**config.mk**
```make
export PLATFORM = sky130hd
export DESIGN_NAME = mac_pdu_deframer
export DESIGN_NICKNAME = d
export VERILOG_FILES = /design/src/rtl/core/mpd_pkg.sv /design/src/rtl/core/mpd_ctrl.sv /design/src/rtl/core/mpd_datapath.sv /design/src/rtl/core/mac_pdu_deframer.sv
export SDC_FILE = /design/constraint.sdc
export NUM_CORES = 2
export LEC_CHECK = 0
export BUFFER_PORTS_ARGS = -buffer_cell sky130_fd_sc_hd__buf_2
export CAP_MARGIN = 20
export CORE_ASPECT_RATIO = 1.25
export CORE_MARGIN = 2
export CORE_UTILIZATION = 26
export DETAILED_ROUTE_END_ITERATION = 12
export HOLD_SLACK_MARGIN = 0.03
export REMOVE_ABC_BUFFERS = 1
export SLEW_MARGIN = 25
export SYNTH_ARGS = -nofsm -noshare
export SYNTH_HDL_FRONTEND = slang
export SYNTH_SLANG_ARGS = --single-unit
```
**constraint.sdc**
```tcl
create_clock -name clk -period 13.15 [get_ports clk]
set_input_delay 0.6575 -clock clk [delete_from_list [all_inputs] [get_ports clk]]
set_output_delay 0.6575 -clock clk [all_outputs]
set_load 0.02 [all_outputs]
```
**src/rtl/core/mpd_pkg.sv**
```systemverilog
package mpd_pkg;

  // descriptor store depth default
  localparam int MAX_SDUS_DEF = 255;

  // field widths
  localparam int BYTE_W   = 8;
  localparam int INDEX_W  = 8;
  localparam int LEN_W    = 15;
  localparam int ADDR_W   = 4;
  localparam int HDR_W    = 9;
  localparam int PAYLD_W  = 23;
  localparam int DESC_W   = 16;
  localparam int M_DATA_W = 48;

  // commands from the controller to the datapath
  typedef struct packed {
    logic load_addr;    // address byte of a new pdu
    logic load_count;   // sdu count byte
    logic desc_byte;    // one descriptor byte
    logic seek_start;   // header done, scan from sdu zero
    logic mem_rd;       // read descriptor at current sdu
    logic next_sdu;     // step to the following sdu
    logic load_sdu;     // take the read descriptor as the current sdu
    logic emit_byte;    // send a payload byte
    logic emit_marker;  // send the empty pdu marker
  } cmd_t;

  // status from the datapath to the controller
  typedef struct packed {
    logic count_zero;   // incoming count byte is zero
    logic desc_second;  // incoming descriptor byte is the low one of its pair
    logic desc_done;    // this pair is the last descriptor
    logic sum_zero;     // payload total including this pair is zero
    logic rd_len_zero;  // read descriptor has zero size
    logic sdu_end;      // next payload byte closes the current sdu
    logic last_pdu;     // next payload byte closes the pdu
    logic out_free;     // output register can take a result
  } status_t;

endpackage

```
**src/rtl/core/mpd_ctrl.sv**
```systemverilog
module mpd_ctrl (
  input  logic             clk,
  input  logic             rst,
  input  logic             in_valid,
  input  logic             in_first,
  output logic             in_ready,
  input  mpd_pkg::status_t st,
  output mpd_pkg::cmd_t    cmd
);

  localparam logic [2:0] ST_IDLE     = 3'd0;
  localparam logic [2:0] ST_COUNT    = 3'd1;
  localparam logic [2:0] ST_DESC     = 3'd2;
  localparam logic [2:0] ST_SEEK_RD  = 3'd3;
  localparam logic [2:0] ST_SEEK_CHK = 3'd4;
  localparam logic [2:0] ST_PAYLOAD  = 3'd5;

  logic [2:0] state;
  logic [2:0] state_next;
  logic       fire;

  // input is taken only in parsing phases and with room at the output
  assign in_ready = (state == ST_IDLE || state == ST_COUNT || state == ST_DESC ||
                     state == ST_PAYLOAD) && st.out_free;
  assign fire = in_valid && in_ready;

  // next state and commands
  always_comb begin
    cmd        = '0;
    state_next = state;
    if (fire && in_first) begin
      cmd.load_addr = 1'b1;
      state_next    = ST_COUNT;
    end else begin
      unique case (state)
        ST_IDLE: begin
          state_next = ST_IDLE;
        end
        ST_COUNT: begin
          if (fire) begin
            cmd.load_count = 1'b1;
            if (st.count_zero) begin
              cmd.emit_marker = 1'b1;
              state_next      = ST_IDLE;
            end else begin
              state_next = ST_DESC;
            end
          end
        end
        ST_DESC: begin
          if (fire) begin
            cmd.desc_byte = 1'b1;
            if (st.desc_second && st.desc_done) begin
              if (st.sum_zero) begin
                cmd.emit_marker = 1'b1;
                state_next      = ST_IDLE;
              end else begin
                cmd.seek_start = 1'b1;
                state_next     = ST_SEEK_RD;
              end
            end
          end
        end
        ST_SEEK_RD: begin
          cmd.mem_rd = 1'b1;
          state_next = ST_SEEK_CHK;
        end
        ST_SEEK_CHK: begin
          if (st.rd_len_zero) begin
            cmd.next_sdu = 1'b1;
            state_next   = ST_SEEK_RD;
          end else begin
            cmd.load_sdu = 1'b1;
            state_next   = ST_PAYLOAD;
          end
        end
        ST_PAYLOAD: begin
          if (fire) begin
            cmd.emit_byte = 1'b1;
            if (st.last_pdu) begin
              state_next = ST_IDLE;
            end else if (st.sdu_end) begin
              // current sdu ends with this byte
              cmd.next_sdu = 1'b1;
              state_next   = ST_SEEK_RD;
            end
          end
        end
        default: begin
          state_next = ST_IDLE;
        end
      endcase
    end
  end

  // state register
  always_ff @(posedge clk) begin
    if (rst) begin
      state <= ST_IDLE;
    end else begin
      state <= state_next;
    end
  end

`ifndef SYNTHESIS
  // no input is taken while the descriptor scan runs
  a_no_take_in_seek: assert property (@(posedge clk) disable iff (rst)
    (state == ST_SEEK_RD || state == ST_SEEK_CHK) |-> !in_ready)
    else $error("input accepted during descriptor scan");

  // a read is always followed by its check
  a_rd_then_chk: assert property (@(posedge clk) disable iff (rst)
    cmd.mem_rd |=> state == ST_SEEK_CHK)
    else $error("descriptor read not followed by check");

  // a marker always returns the parser to idle
  a_marker_idle: assert property (@(posedge clk) disable iff (rst)
    cmd.emit_marker |=> state == ST_IDLE)
    else $error("marker without return to idle");
`endif

endmodule

```
**src/rtl/core/mpd_datapath.sv**
```systemverilog
module mpd_datapath #(
  parameter int MAX_SDUS = mpd_pkg::MAX_SDUS_DEF
) (
  input  logic                          clk,
  input  logic                          rst,
  input  logic [mpd_pkg::BYTE_W-1:0]    in_byte,
  input  mpd_pkg::cmd_t                 cmd,
  output mpd_pkg::status_t              st,
  output logic                          out_valid,
  input  logic                          out_ready,
  output logic [mpd_pkg::M_DATA_W-1:0]  out_data,
  output logic                          out_byte_valid,
  output logic                          out_last_pdu
);

  localparam int AW = (MAX_SDUS > 1) ? $clog2(MAX_SDUS) : 1;
  localparam logic [mpd_pkg::INDEX_W-1:0] MAX_CNT = mpd_pkg::INDEX_W'(MAX_SDUS);
  localparam int PAD_W = mpd_pkg::M_DATA_W - (2 * mpd_pkg::BYTE_W + mpd_pkg::LEN_W +
                                               2 + 2 * mpd_pkg::ADDR_W);

  // pdu header and scan registers
  logic [mpd_pkg::ADDR_W-1:0]  src_addr;
  logic [mpd_pkg::ADDR_W-1:0]  dst_addr;
  logic [mpd_pkg::INDEX_W-1:0] sdu_total;
  logic [mpd_pkg::HDR_W-1:0]   hdr_cnt;
  logic [mpd_pkg::BYTE_W-1:0]  held_byte;
  logic [mpd_pkg::INDEX_W-1:0] cur_sdu;
  logic [mpd_pkg::LEN_W-1:0]   bytes_left;
  logic [mpd_pkg::PAYLD_W-1:0] payload_left;
  logic                        cur_flag;
  logic [mpd_pkg::LEN_W-1:0]   cur_len;

  // descriptor store
  logic [mpd_pkg::DESC_W-1:0]  desc_mem [MAX_SDUS];
  logic [mpd_pkg::DESC_W-1:0]  rd_data;

  // output register
  logic [mpd_pkg::BYTE_W-1:0]  o_byte;
  logic [mpd_pkg::INDEX_W-1:0] o_idx;
  logic                        o_flag;
  logic [mpd_pkg::LEN_W-1:0]   o_len;
  logic                        o_lsdu;
  logic [mpd_pkg::ADDR_W-1:0]  o_src;
  logic [mpd_pkg::ADDR_W-1:0]  o_dst;

  logic [mpd_pkg::INDEX_W-1:0] pair_idx;
  logic [mpd_pkg::PAYLD_W-1:0] sum_next;
  logic                        last_sdu;

  assign pair_idx = hdr_cnt[mpd_pkg::HDR_W-1:1];
  assign sum_next = payload_left +
                    {{(mpd_pkg::PAYLD_W - mpd_pkg::LEN_W){1'b0}}, held_byte[6:0], in_byte};
  assign last_sdu = (bytes_left == mpd_pkg::LEN_W'(1));

  // status toward the controller
  always_comb begin
    st.count_zero  = (in_byte == '0);
    st.desc_second = hdr_cnt[0];
    st.desc_done   = ({1'b0, pair_idx} + 9'd1) >= {1'b0, sdu_total};
    st.sum_zero    = (sum_next == '0);
    st.rd_len_zero = (rd_data[mpd_pkg::LEN_W-1:0] == '0);
    st.sdu_end     = last_sdu;
    st.last_pdu    = (payload_left == mpd_pkg::PAYLD_W'(1));
    st.out_free    = !out_valid || out_ready;
  end

  // header parsing and sdu tracking
  always_ff @(posedge clk) begin
    if (cmd.load_addr) begin
      src_addr <= in_byte[7:4];
      dst_addr <= in_byte[3:0];
    end
    if (cmd.load_count) begin
      sdu_total    <= (in_byte > MAX_CNT) ? MAX_CNT : in_byte;
      hdr_cnt      <= '0;
      payload_left <= '0;
    end
    if (cmd.desc_byte) begin
      hdr_cnt <= hdr_cnt + 9'd1;
      if (!hdr_cnt[0]) begin
        held_byte <= in_byte;
      end else begin
        payload_left <= sum_next;
      end
    end
    if (cmd.seek_start) begin
      cur_sdu <= '0;
    end
    if (cmd.next_sdu) begin
      cur_sdu <= cur_sdu + 8'd1;
    end
    if (cmd.load_sdu) begin
      bytes_left <= rd_data[mpd_pkg::LEN_W-1:0];
      cur_len    <= rd_data[mpd_pkg::LEN_W-1:0];
      cur_flag   <= rd_data[mpd_pkg::DESC_W-1];
    end
    if (cmd.emit_byte) begin
      bytes_left   <= bytes_left - mpd_pkg::LEN_W'(1);
      payload_left <= payload_left - mpd_pkg::PAYLD_W'(1);
    end
  end

  // descriptor memory, one write and one registered read port
  always_ff @(posedge clk) begin
    if (cmd.desc_byte && hdr_cnt[0]) begin
      desc_mem[pair_idx[AW-1:0]] <= {held_byte, in_byte};
    end
    if (cmd.mem_rd) begin
      rd_data <= desc_mem[cur_sdu[AW-1:0]];
    end
  end

  // output register payload
  always_ff @(posedge clk) begin
    if (cmd.emit_byte) begin
      o_byte         <= in_byte;
      out_byte_valid <= 1'b1;
      o_idx          <= cur_sdu;
      o_flag         <= cur_flag;
      o_len          <= cur_len;
      o_lsdu         <= last_sdu;
      out_last_pdu   <= st.last_pdu;
      o_src          <= src_addr;
      o_dst          <= dst_addr;
    end else if (cmd.emit_marker) begin
      o_byte         <= '0;
      out_byte_valid <= 1'b0;
      o_idx          <= '0;
      o_flag         <= 1'b0;
      o_len          <= '0;
      o_lsdu         <= 1'b0;
      out_last_pdu   <= 1'b1;
      o_src          <= src_addr;
      o_dst          <= dst_addr;
    end
  end

  // output valid flag
  always_ff @(posedge clk) begin
    if (rst) begin
      out_valid <= 1'b0;
    end else if (cmd.emit_byte || cmd.emit_marker) begin
      out_valid <= 1'b1;
    end else if (out_ready) begin
      out_valid <= 1'b0;
    end
  end

  assign out_data = {{PAD_W{1'b0}}, o_dst, o_src, o_lsdu, o_len, o_flag, o_idx, o_byte};

`ifndef SYNTHESIS
  // a payload byte is never sent with nothing left in the sdu
  a_emit_has_bytes: assert property (@(posedge clk) disable iff (rst)
    cmd.emit_byte |-> bytes_left != '0)
    else $error("payload byte with empty sdu");

  // the scan only settles on a descriptor with a nonzero size
  a_load_nonzero: assert property (@(posedge clk) disable iff (rst)
    cmd.load_sdu |-> rd_data[mpd_pkg::LEN_W-1:0] != '0)
    else $error("zero size sdu selected");

  // the final byte of the pdu also closes its sdu
  a_pdu_end_sdu_end: assert property (@(posedge clk) disable iff (rst)
    (cmd.emit_byte && st.last_pdu) |-> last_sdu)
    else $error("pdu ends inside an sdu");

  // a result never overwrites one still waiting
  a_no_overwrite: assert property (@(posedge clk) disable iff (rst)
    (cmd.emit_byte || cmd.emit_marker) |-> st.out_free)
    else $error("result overwritten");
`endif

endmodule

```
**src/rtl/core/mac_pdu_deframer.sv**
```systemverilog
// channel | dir | tdata                        | tuser      | tlast
// s_*     | in  | data_byte                    | first_byte | -
// m_*     | out | sdu_byte .. dest (see port)  | byte_valid | last_of_pdu
//
// header and payload bytes: one per cycle while m_tready keeps up
// each sdu start stalls the input for a descriptor read (SEEK_RD, then SEEK_CHK) on
// the single memory read port, repeated for every zero-size sdu passed over
// rst is synchronous; the descriptor store needs no clearing pass
// a result waiting in the output register stalls s_tready only if m_tready is low
module mac_pdu_deframer #(
  parameter int MAX_SDUS = mpd_pkg::MAX_SDUS_DEF
) (
  input  logic                         clk,
  input  logic                         rst,
  input  logic                         s_tvalid,
  output logic                         s_tready,
  input  logic [7:0]                   s_tdata,   // data_byte[7:0]
  input  logic                         s_tuser,   // first_byte
  output logic                         m_tvalid,
  input  logic                         m_tready,
  // sdu_byte[7:0], sdu_index[15:8], is_data[16], sdu_length[31:17],
  // last_of_sdu[32], source_address[36:33], destination_address[40:37]
  output logic [mpd_pkg::M_DATA_W-1:0] m_tdata,
  output logic                         m_tuser,   // byte_valid
  output logic                         m_tlast    // last_of_pdu
);

  mpd_pkg::cmd_t    cmd;
  mpd_pkg::status_t st;

  // parsing controller
  mpd_ctrl u_ctrl (
    .clk      (clk),
    .rst      (rst),
    .in_valid (s_tvalid),
    .in_first (s_tuser),
    .in_ready (s_tready),
    .st       (st),
    .cmd      (cmd)
  );

  // descriptor store, counters and output register
  mpd_datapath #(
    .MAX_SDUS (MAX_SDUS)
  ) u_datapath (
    .clk            (clk),
    .rst            (rst),
    .in_byte        (s_tdata),
    .cmd            (cmd),
    .st             (st),
    .out_valid      (m_tvalid),
    .out_ready      (m_tready),
    .out_data       (m_tdata),
    .out_byte_valid (m_tuser),
    .out_last_pdu   (m_tlast)
  );

endmodule
```
* After elaboration in Yosys (flattened, before gate mapping) *
Memory sizes are Yosys's and may differ from the RTL's. A register that Yosys moved wholly into a read port is not among the register bits.
Cells that the tools add are included.

word-level totals
  flip-flop bits (word level) = 142
  bits in writable memories = 4080
  bits of input ports = 13
  output and inout bits = 52
  memories kept = 1

memories
  memory               words  bits a word  rd ports  clocked after Yosys merged registers in  wr ports  RTL line            source
  u_datapath.desc_mem  255    16           1         1                                        1         mpd_datapath.sv:34  logic [mpd_pkg::DESC_W-1:0] desc_mem [MAX_SDUS];

cells by class
  $add $sub $neg = 6
  $lt $le $gt $ge = 2
  equality and inequality tests = 17
  mux-type cells = 62
  bitwise gates (word level) = 1
  reduce and logical (&&, ||, !) cells = 24

operators by type and width
  kind                                                  number
  2-to-1 mux 23 bit                                     4
  2-to-1 mux 15 bit                                     4
  2-to-1 mux 8 bit                                      6
  2-to-1 mux 1 bit                                      28
  adder 23 x 15 -> 23 bit                               1
  equality test 23 x 1 -> 1 bit, second input constant  1
  zero test 23 bit                                      1
  subtractor 23 x 1 -> 23 bit, second input constant    1
  2-to-1 mux 3 bit                                      7
  2-to-1 mux 9 bit                                      2
  2-to-1 mux 4 bit                                      4
  equality test 15 x 1 -> 1 bit, second input constant  1
  zero test 15 bit                                      1
  case mux 3 bit (5 select lines)                       1
  subtractor 15 x 1 -> 15 bit, second input constant    1
  != test 3 x 2 -> 1 bit, second input constant         4
  AND reduction 5 bit                                   2
  nonzero test 2 bit                                    5
  adder 8 x 1 -> 9 bit, second input constant           1
  adder 9 x 1 -> 9 bit, second input constant           1
  >= comparator 9 x 8 -> 1 bit                          1
  adder 8 x 1 -> 8 bit, second input constant           1
  > comparator 8 bit, second input constant             1
  zero test 8 bit                                       1
  16 further kinds                                      32

* Logic depth before layout (Yosys ltp) *
  depth in word-level cells = 13
  mapped depth = 15
  gate-level depth less buffers = 13

* Modules after synthesis *
Synthesis repeated with hierarchy kept, for this count alone.

second synthesis, totals
  cell total of the unflattened synthesis = 7750
  area total of the unflattened synthesis = 165740.2 um^2

by module, submodules not included
  module        instances  cells each  area an instance (um^2)  seq. area each (um^2)
  mpd_datapath  1          7699        165348.6                 126921.7
  mpd_ctrl      1          51          391.6                    60.1

* Worst setup path after synthesis *
No wires, ideal clock.

  path type = register -> register
  start = register u_datapath.held_byte[1] (netlist name)
  end = register u_datapath.o_byte[0] (netlist name), enable pin
  library setup time = 0.400 ns
  data arrival time = 6.606 ns
  slack = 6.144 ns
  cell stages (with the launch flop) = 12
  buffers on the path = 1
  clock period less this slack = 7.006 ns
  cells stage by stage = edfxtp_1 ha_1 clkbuf_1 a21oi_1 o21ai_0 a211oi_1 o21ai_1 a2111o_1 nor4_2 and4_1 o21ai_1 nand2_1

on the way
  word-level cells in the longest chain between the ends = 8

ends and longest elaborated chain
  item                             RTL line             source
  from (decl)                      mpd_datapath.sv:26   logic [mpd_pkg::BYTE_W-1:0] held_byte;
  from (signal assigned)           mpd_datapath.sv:81   held_byte <= in_byte;
  adder 23 x 15 -> 23 bit          mpd_datapath.sv:51   assign sum_next = payload_left +
  zero test 23 bit                 mpd_datapath.sv:60   st.sum_zero = (sum_next == '0);
  2-to-1 mux 1 bit                 mpd_ctrl.sv:54       if (st.sum_zero) begin
  2-to-1 mux 1 bit                 mpd_ctrl.sv:53       if (st.desc_second && st.desc_done) begin
  2-to-1 mux 1 bit                 mpd_ctrl.sv:51       if (fire) begin
  case mux 1 bit (2 select lines)  mpd_ctrl.sv:35       unique case (state)
  2-to-1 mux 8 bit                 mpd_ctrl.sv:31       if (fire && in_first) begin
  nonzero test 2 bit (no line)     --
  to (signal assigned)             mpd_datapath.sv:116  o_byte <= in_byte;
  to (decl)                        mpd_datapath.sv:38   logic [mpd_pkg::BYTE_W-1:0] o_byte;

No other way between the ends.
A chain may end at the register's enable or synchronous reset.

==> flow_metrics.env <==
export IMPL_synth_seq_cells=4238
export IMPL_yosys_most_used_dff="edfxtp_1"
export IMPL_antenna_violations_before_repair=22
export IMPL_area_delta_synth_final_pct=15.6
export IMPL_synthesis_instances=7055
export IMPL_postPlaceCellArea_um2=177000
export IMPL_synth_area_leader_cell="edfxtp_1"
export IMPL_async_reset_ff_frac=0
export IMPL_synth_warning_count=0
export IMPL_final_setup_viol_count=0
export IMPL_final_layout_size_suffix_gt1_frac=0.317
export IMPL_place_congestion=0.818
export IMPL_report_final_slew_viol_count=0
export IMPL_worstSetupStartpointType="flop"
export IMPL_fin_hold_ws_ns=0.122
export IMPL_synth_edff_count=4210
export IMPL_worst_path_largest_cell_delay_ns=0.86
export IMPL_share_comb_of_total_power=0.021
export IMPL_route_antenna_remaining_nets=0
export IMPL_power_density_over_the_cells_nw_per_um2=142
export IMPL_grt_first_pass_wirelength_um=614000
export IMPL_power_clock_fraction=0.428
export IMPL_cts_buffers=388
export IMPL_timing_final_crit_share=0.497
export IMPL_mostFrequentLayoutCell="edfxtp_1"
export IMPL_drc=0
export IMPL_highest_clock_rate_mhz=153
export IMPL_finalHoldViolations=0
export IMPL_max_cap_violations=0
export IMPL_routed_via_count=77836
export IMPL_power_switching_fraction=0.204
export IMPL_cell_internal_power_mw=21.5
export IMPL_core_rowCount=326
export IMPL_clock_tree_from_tritoncts="yes"
export IMPL_via_count_of_the_first_global_routing_pass=79139
export IMPL_dieHeight_um=893
export IMPL_cp_data_arrival_time_ns=7.18
export IMPL_stdcell_area_um2=190000
export IMPL_power_share_sequential=0.551
export IMPL_synth_seq_area_share=0.773
export IMPL_grt_use_total=0.133
export IMPL_cts_resized_gates=0
export IMPL_final_nets=7560
export IMPL_clkLatencyLatePin_ns=0.99
export IMPL_rsz_0062_raised_after_global_routing="no"
export IMPL_global_route_overflow_total=0
export IMPL_net_switching_power_mw=5.49
export IMPL_worstMarginPinSlew_ns=1.17
export IMPL_post_cts_buffers=0
export IMPL_highest_count_cells_in_the_layout_ignoring_fill_and_taps="edfxtp_1 (4,210), mux4_2 (1,284), clkbuf_16 (391)"
export IMPL_cts_sink_count=4238
export IMPL_vias_per_cell=4.80
export IMPL_worst_slew_margin_rel=0.220
export IMPL_drt_pass1_iter_count=6
export IMPL_grt_max_degree=184
export IMPL_clockRootBuffer="clkbuf_16"
export IMPL_htree_levels=5
export IMPL_synth_cell_type_count=71
export IMPL_syn_cell_area_um2=164000
export IMPL_max_clock_skew_ns=0.0947
export IMPL_irDropWorstVdd_v=0.000128
export IMPL_synth_top_cells_by_area="edfxtp_1 (77%), mux4_2 (18%), nor2_1 (0.74%)"
export IMPL_hold_path_class="primary input to flop"
export IMPL_syn_mean_instance_area_um2=23.3
export IMPL_critPathKind="flop to flop"
export IMPL_crit_chain="buf_4 -> buf_12 -> buf_4 -> buf_4 -> mux4_2 -> mux4_2 -> mux4_2 -> and2_1 -> a211oi_1 -> a21oi_1"
export IMPL_end_kind="flop"
export IMPL_chipWidth_um=715
export IMPL_drt_initial_drc_count=9341
export IMPL_slowest_stage="buf_4"
export IMPL_path_clk_slew_ns=0.07
export IMPL_area_of_the_core_region_um2=630000
export IMPL_outcome="finished, final reports clean"
export IMPL_wl_um=440000
export IMPL_post_dp_hpwl_um=252000
export IMPL_pin_count=65
export IMPL_initial_core_utilization=0.261
export IMPL_critPathMaxFanout=105
export IMPL_io_buffers=57
export IMPL_cellLeakagePower_nw=55.5
export IMPL_finalCriticalPeriod_ns=6.53
export IMPL_synth_top_area_frac=0.770
export IMPL_die_area_um2=638000
export IMPL_worst_endpoint_required_ns=13.80
export IMPL_clk_path_buf_depth=4
export IMPL_wire_per_inst_um=27.2
cells in the mapped netlist, types with 4 or more instances:
| cell | number |
|---|---|
| a211oi_1 | 22 |
| a21o_1 | 6 |
| a21oi_1 | 64 |
| a221oi_1 | 12 |
| a22oi_1 | 9 |
| a31oi_1 | 11 |
| and2_1 | 38 |
| buf_1 | 44 |
| buf_2 | 119 |
| buf_4 | 41 |
| buf_6 | 16 |
| clkbuf_1 | 177 |
| dfxtp_1 | 28 |
| edfxtp_1 | 4210 |
| ha_1 | 33 |
| inv_1 | 29 |
| mux2i_1 | 61 |
| mux4_2 | 1284 |
| nand2_1 | 133 |
| nand2b_1 | 9 |
| nand3_1 | 52 |
| nand4_1 | 14 |
| nor2_1 | 326 |
| nor2b_1 | 25 |
| nor3_1 | 21 |
| nor4_1 | 11 |
| o211a_1 | 5 |
| o211ai_1 | 22 |
| o21a_1 | 5 |
| o21ai_0 | 70 |
| o21ai_1 | 9 |
| o221ai_1 | 16 |
| o22ai_1 | 15 |
| o311ai_0 | 4 |
| o31ai_1 | 4 |
| or2_2 | 7 |
| or3_1 | 14 |
| or4_1 | 7 |
| xnor2_1 | 25 |
| xor2_1 | 17 |
critical path, delay by kind of cell, from the launching register on:
kind | cells | cell delay [ns]
compound gates | 2 | 1.01
buf+inv | 4 | 2.81
flops | 1 | 0.35
mux | 3 | 1.52
simple gates | 1 | 0.20
area by class of cell:
cell class / count / area, um2
fill: 60018 / 440000
sequential: 4238 / 127000
multi-input combinational: 2395 / 35700
tap: 8364 / 10500
clock buffer: 448 / 10000
timing repair buffer: 459 / 3740
clock inverter: 250 / 2800
inverter: 31 / 121
antenna: 33 / 82.6
per-layer routing:
layer,part of all wire,routed length [um],global-route usage
met4,0.046,20100,0.0562
met5,0.000030,13,0
met3,0.076,33300,0.0229
met2,0.51,224000,0.232
met1,0.37,163000,0.163
power by group through the flow:
stage / Clock (mW) / Sequential (mW) / Combinational [mW]
2_1_floorplan: 0 / 15.1 / 0.292
3_3_place_gp: 0 / 15.1 / 0.525
3_5_place_dp: 0 / 15.1 / 0.550
4_1_cts: 11.7 / 14.8 / 0.554
5_1_grt: 12.2 / 14.8 / 0.614
6_report: 11.5 / 14.8 / 0.564
through the flow:
stage	setup slack, ns	util	std cells	power [mW]	TNS, ns
after CTS	6.67	0.301	16179	27.1	0
after detailed placement	6.68	0.281	15475	15.7	0
after global placement	6.73	0.281	15475	15.7	0
final	6.62	0.302	16218	26.9	0
after floorplan	-29.09	-	6664	15.4	-718.20
after global routing	6.62	0.302	16207	27.7	0
sequential cells by signal (all words and copies together) (netlist names):
| signal | count |
|---|---|
| u_datapath.o_len | 15 |
| u_datapath.src_addr | 4 |
| u_datapath.out_valid | 1 |
| u_datapath.desc_mem | 4080 |
| u_datapath.payload_left | 23 |
| u_datapath.o_flag | 1 |
| u_datapath.o_dst | 4 |
| u_datapath.cur_sdu | 8 |
| u_datapath.hdr_cnt | 9 |
| u_datapath.held_byte | 8 |
| u_datapath.sdu_total | 8 |
| u_datapath.out_last_pdu | 1 |
| u_datapath.cur_flag | 1 |
| u_ctrl.state | 3 |
| u_datapath.o_idx | 8 |
| u_datapath.cur_len | 15 |
| u_datapath.o_lsdu | 1 |
| u_datapath.o_src | 4 |
| u_datapath.o_byte | 8 |
| u_datapath.out_byte_valid | 1 |
| u_datapath.bytes_left | 15 |
| u_datapath.rd_data | 16 |
| u_datapath.dst_addr | 4 |
kinds of logic (layout without fill, tap and decap cells):
| kind of cell | after synthesis | after routing | synth area share |
|---|---|---|---|
| buffers and inverters | 428 | 1188 | 0.0124 |
| muxes | 1347 | 1347 | 0.180 |
| adders and majority gates | 34 | 34 | 0.00264 |
| and+or+nand+nor | 672 | 672 | 0.0183 |
| AOI/OAI and AO/OA | 293 | 293 | 0.0115 |
| DFF | 4238 | 4238 | 0.773 |
| xor gates and xnor gates | 42 | 42 | 0.00224 |
| other | 1 | 40 | 0.0000228 |
what timing repair did:
item	in CTS	in global routing
hold buffers	6	0
hold endpoints to repair	14	0
setup endpoints to repair	0	0
worst paths after layout:
kind | slack (ns) | from | cells past startpoint | endpoint
min | 0.12 | s_tuser | 3 | u_datapath.out_last_pdu$_SDFFCE_PN1P_
min reg2reg | 0.42 | u_datapath.src_addr[2]$_DFFE_PP_ | 0 | u_datapath.o_src[2]$_DFFE_PP_
max | 6.62 | u_datapath.cur_sdu[1]$_SDFFCE_PN0P_ | 10 | u_datapath.rd_data[0]$_DFFE_PP_
max reg2reg | 6.62 | u_datapath.cur_sdu[1]$_SDFFCE_PN0P_ | 10 | u_datapath.rd_data[0]$_DFFE_PP_
No activity file was read; power rests on OpenSTA's default activity.
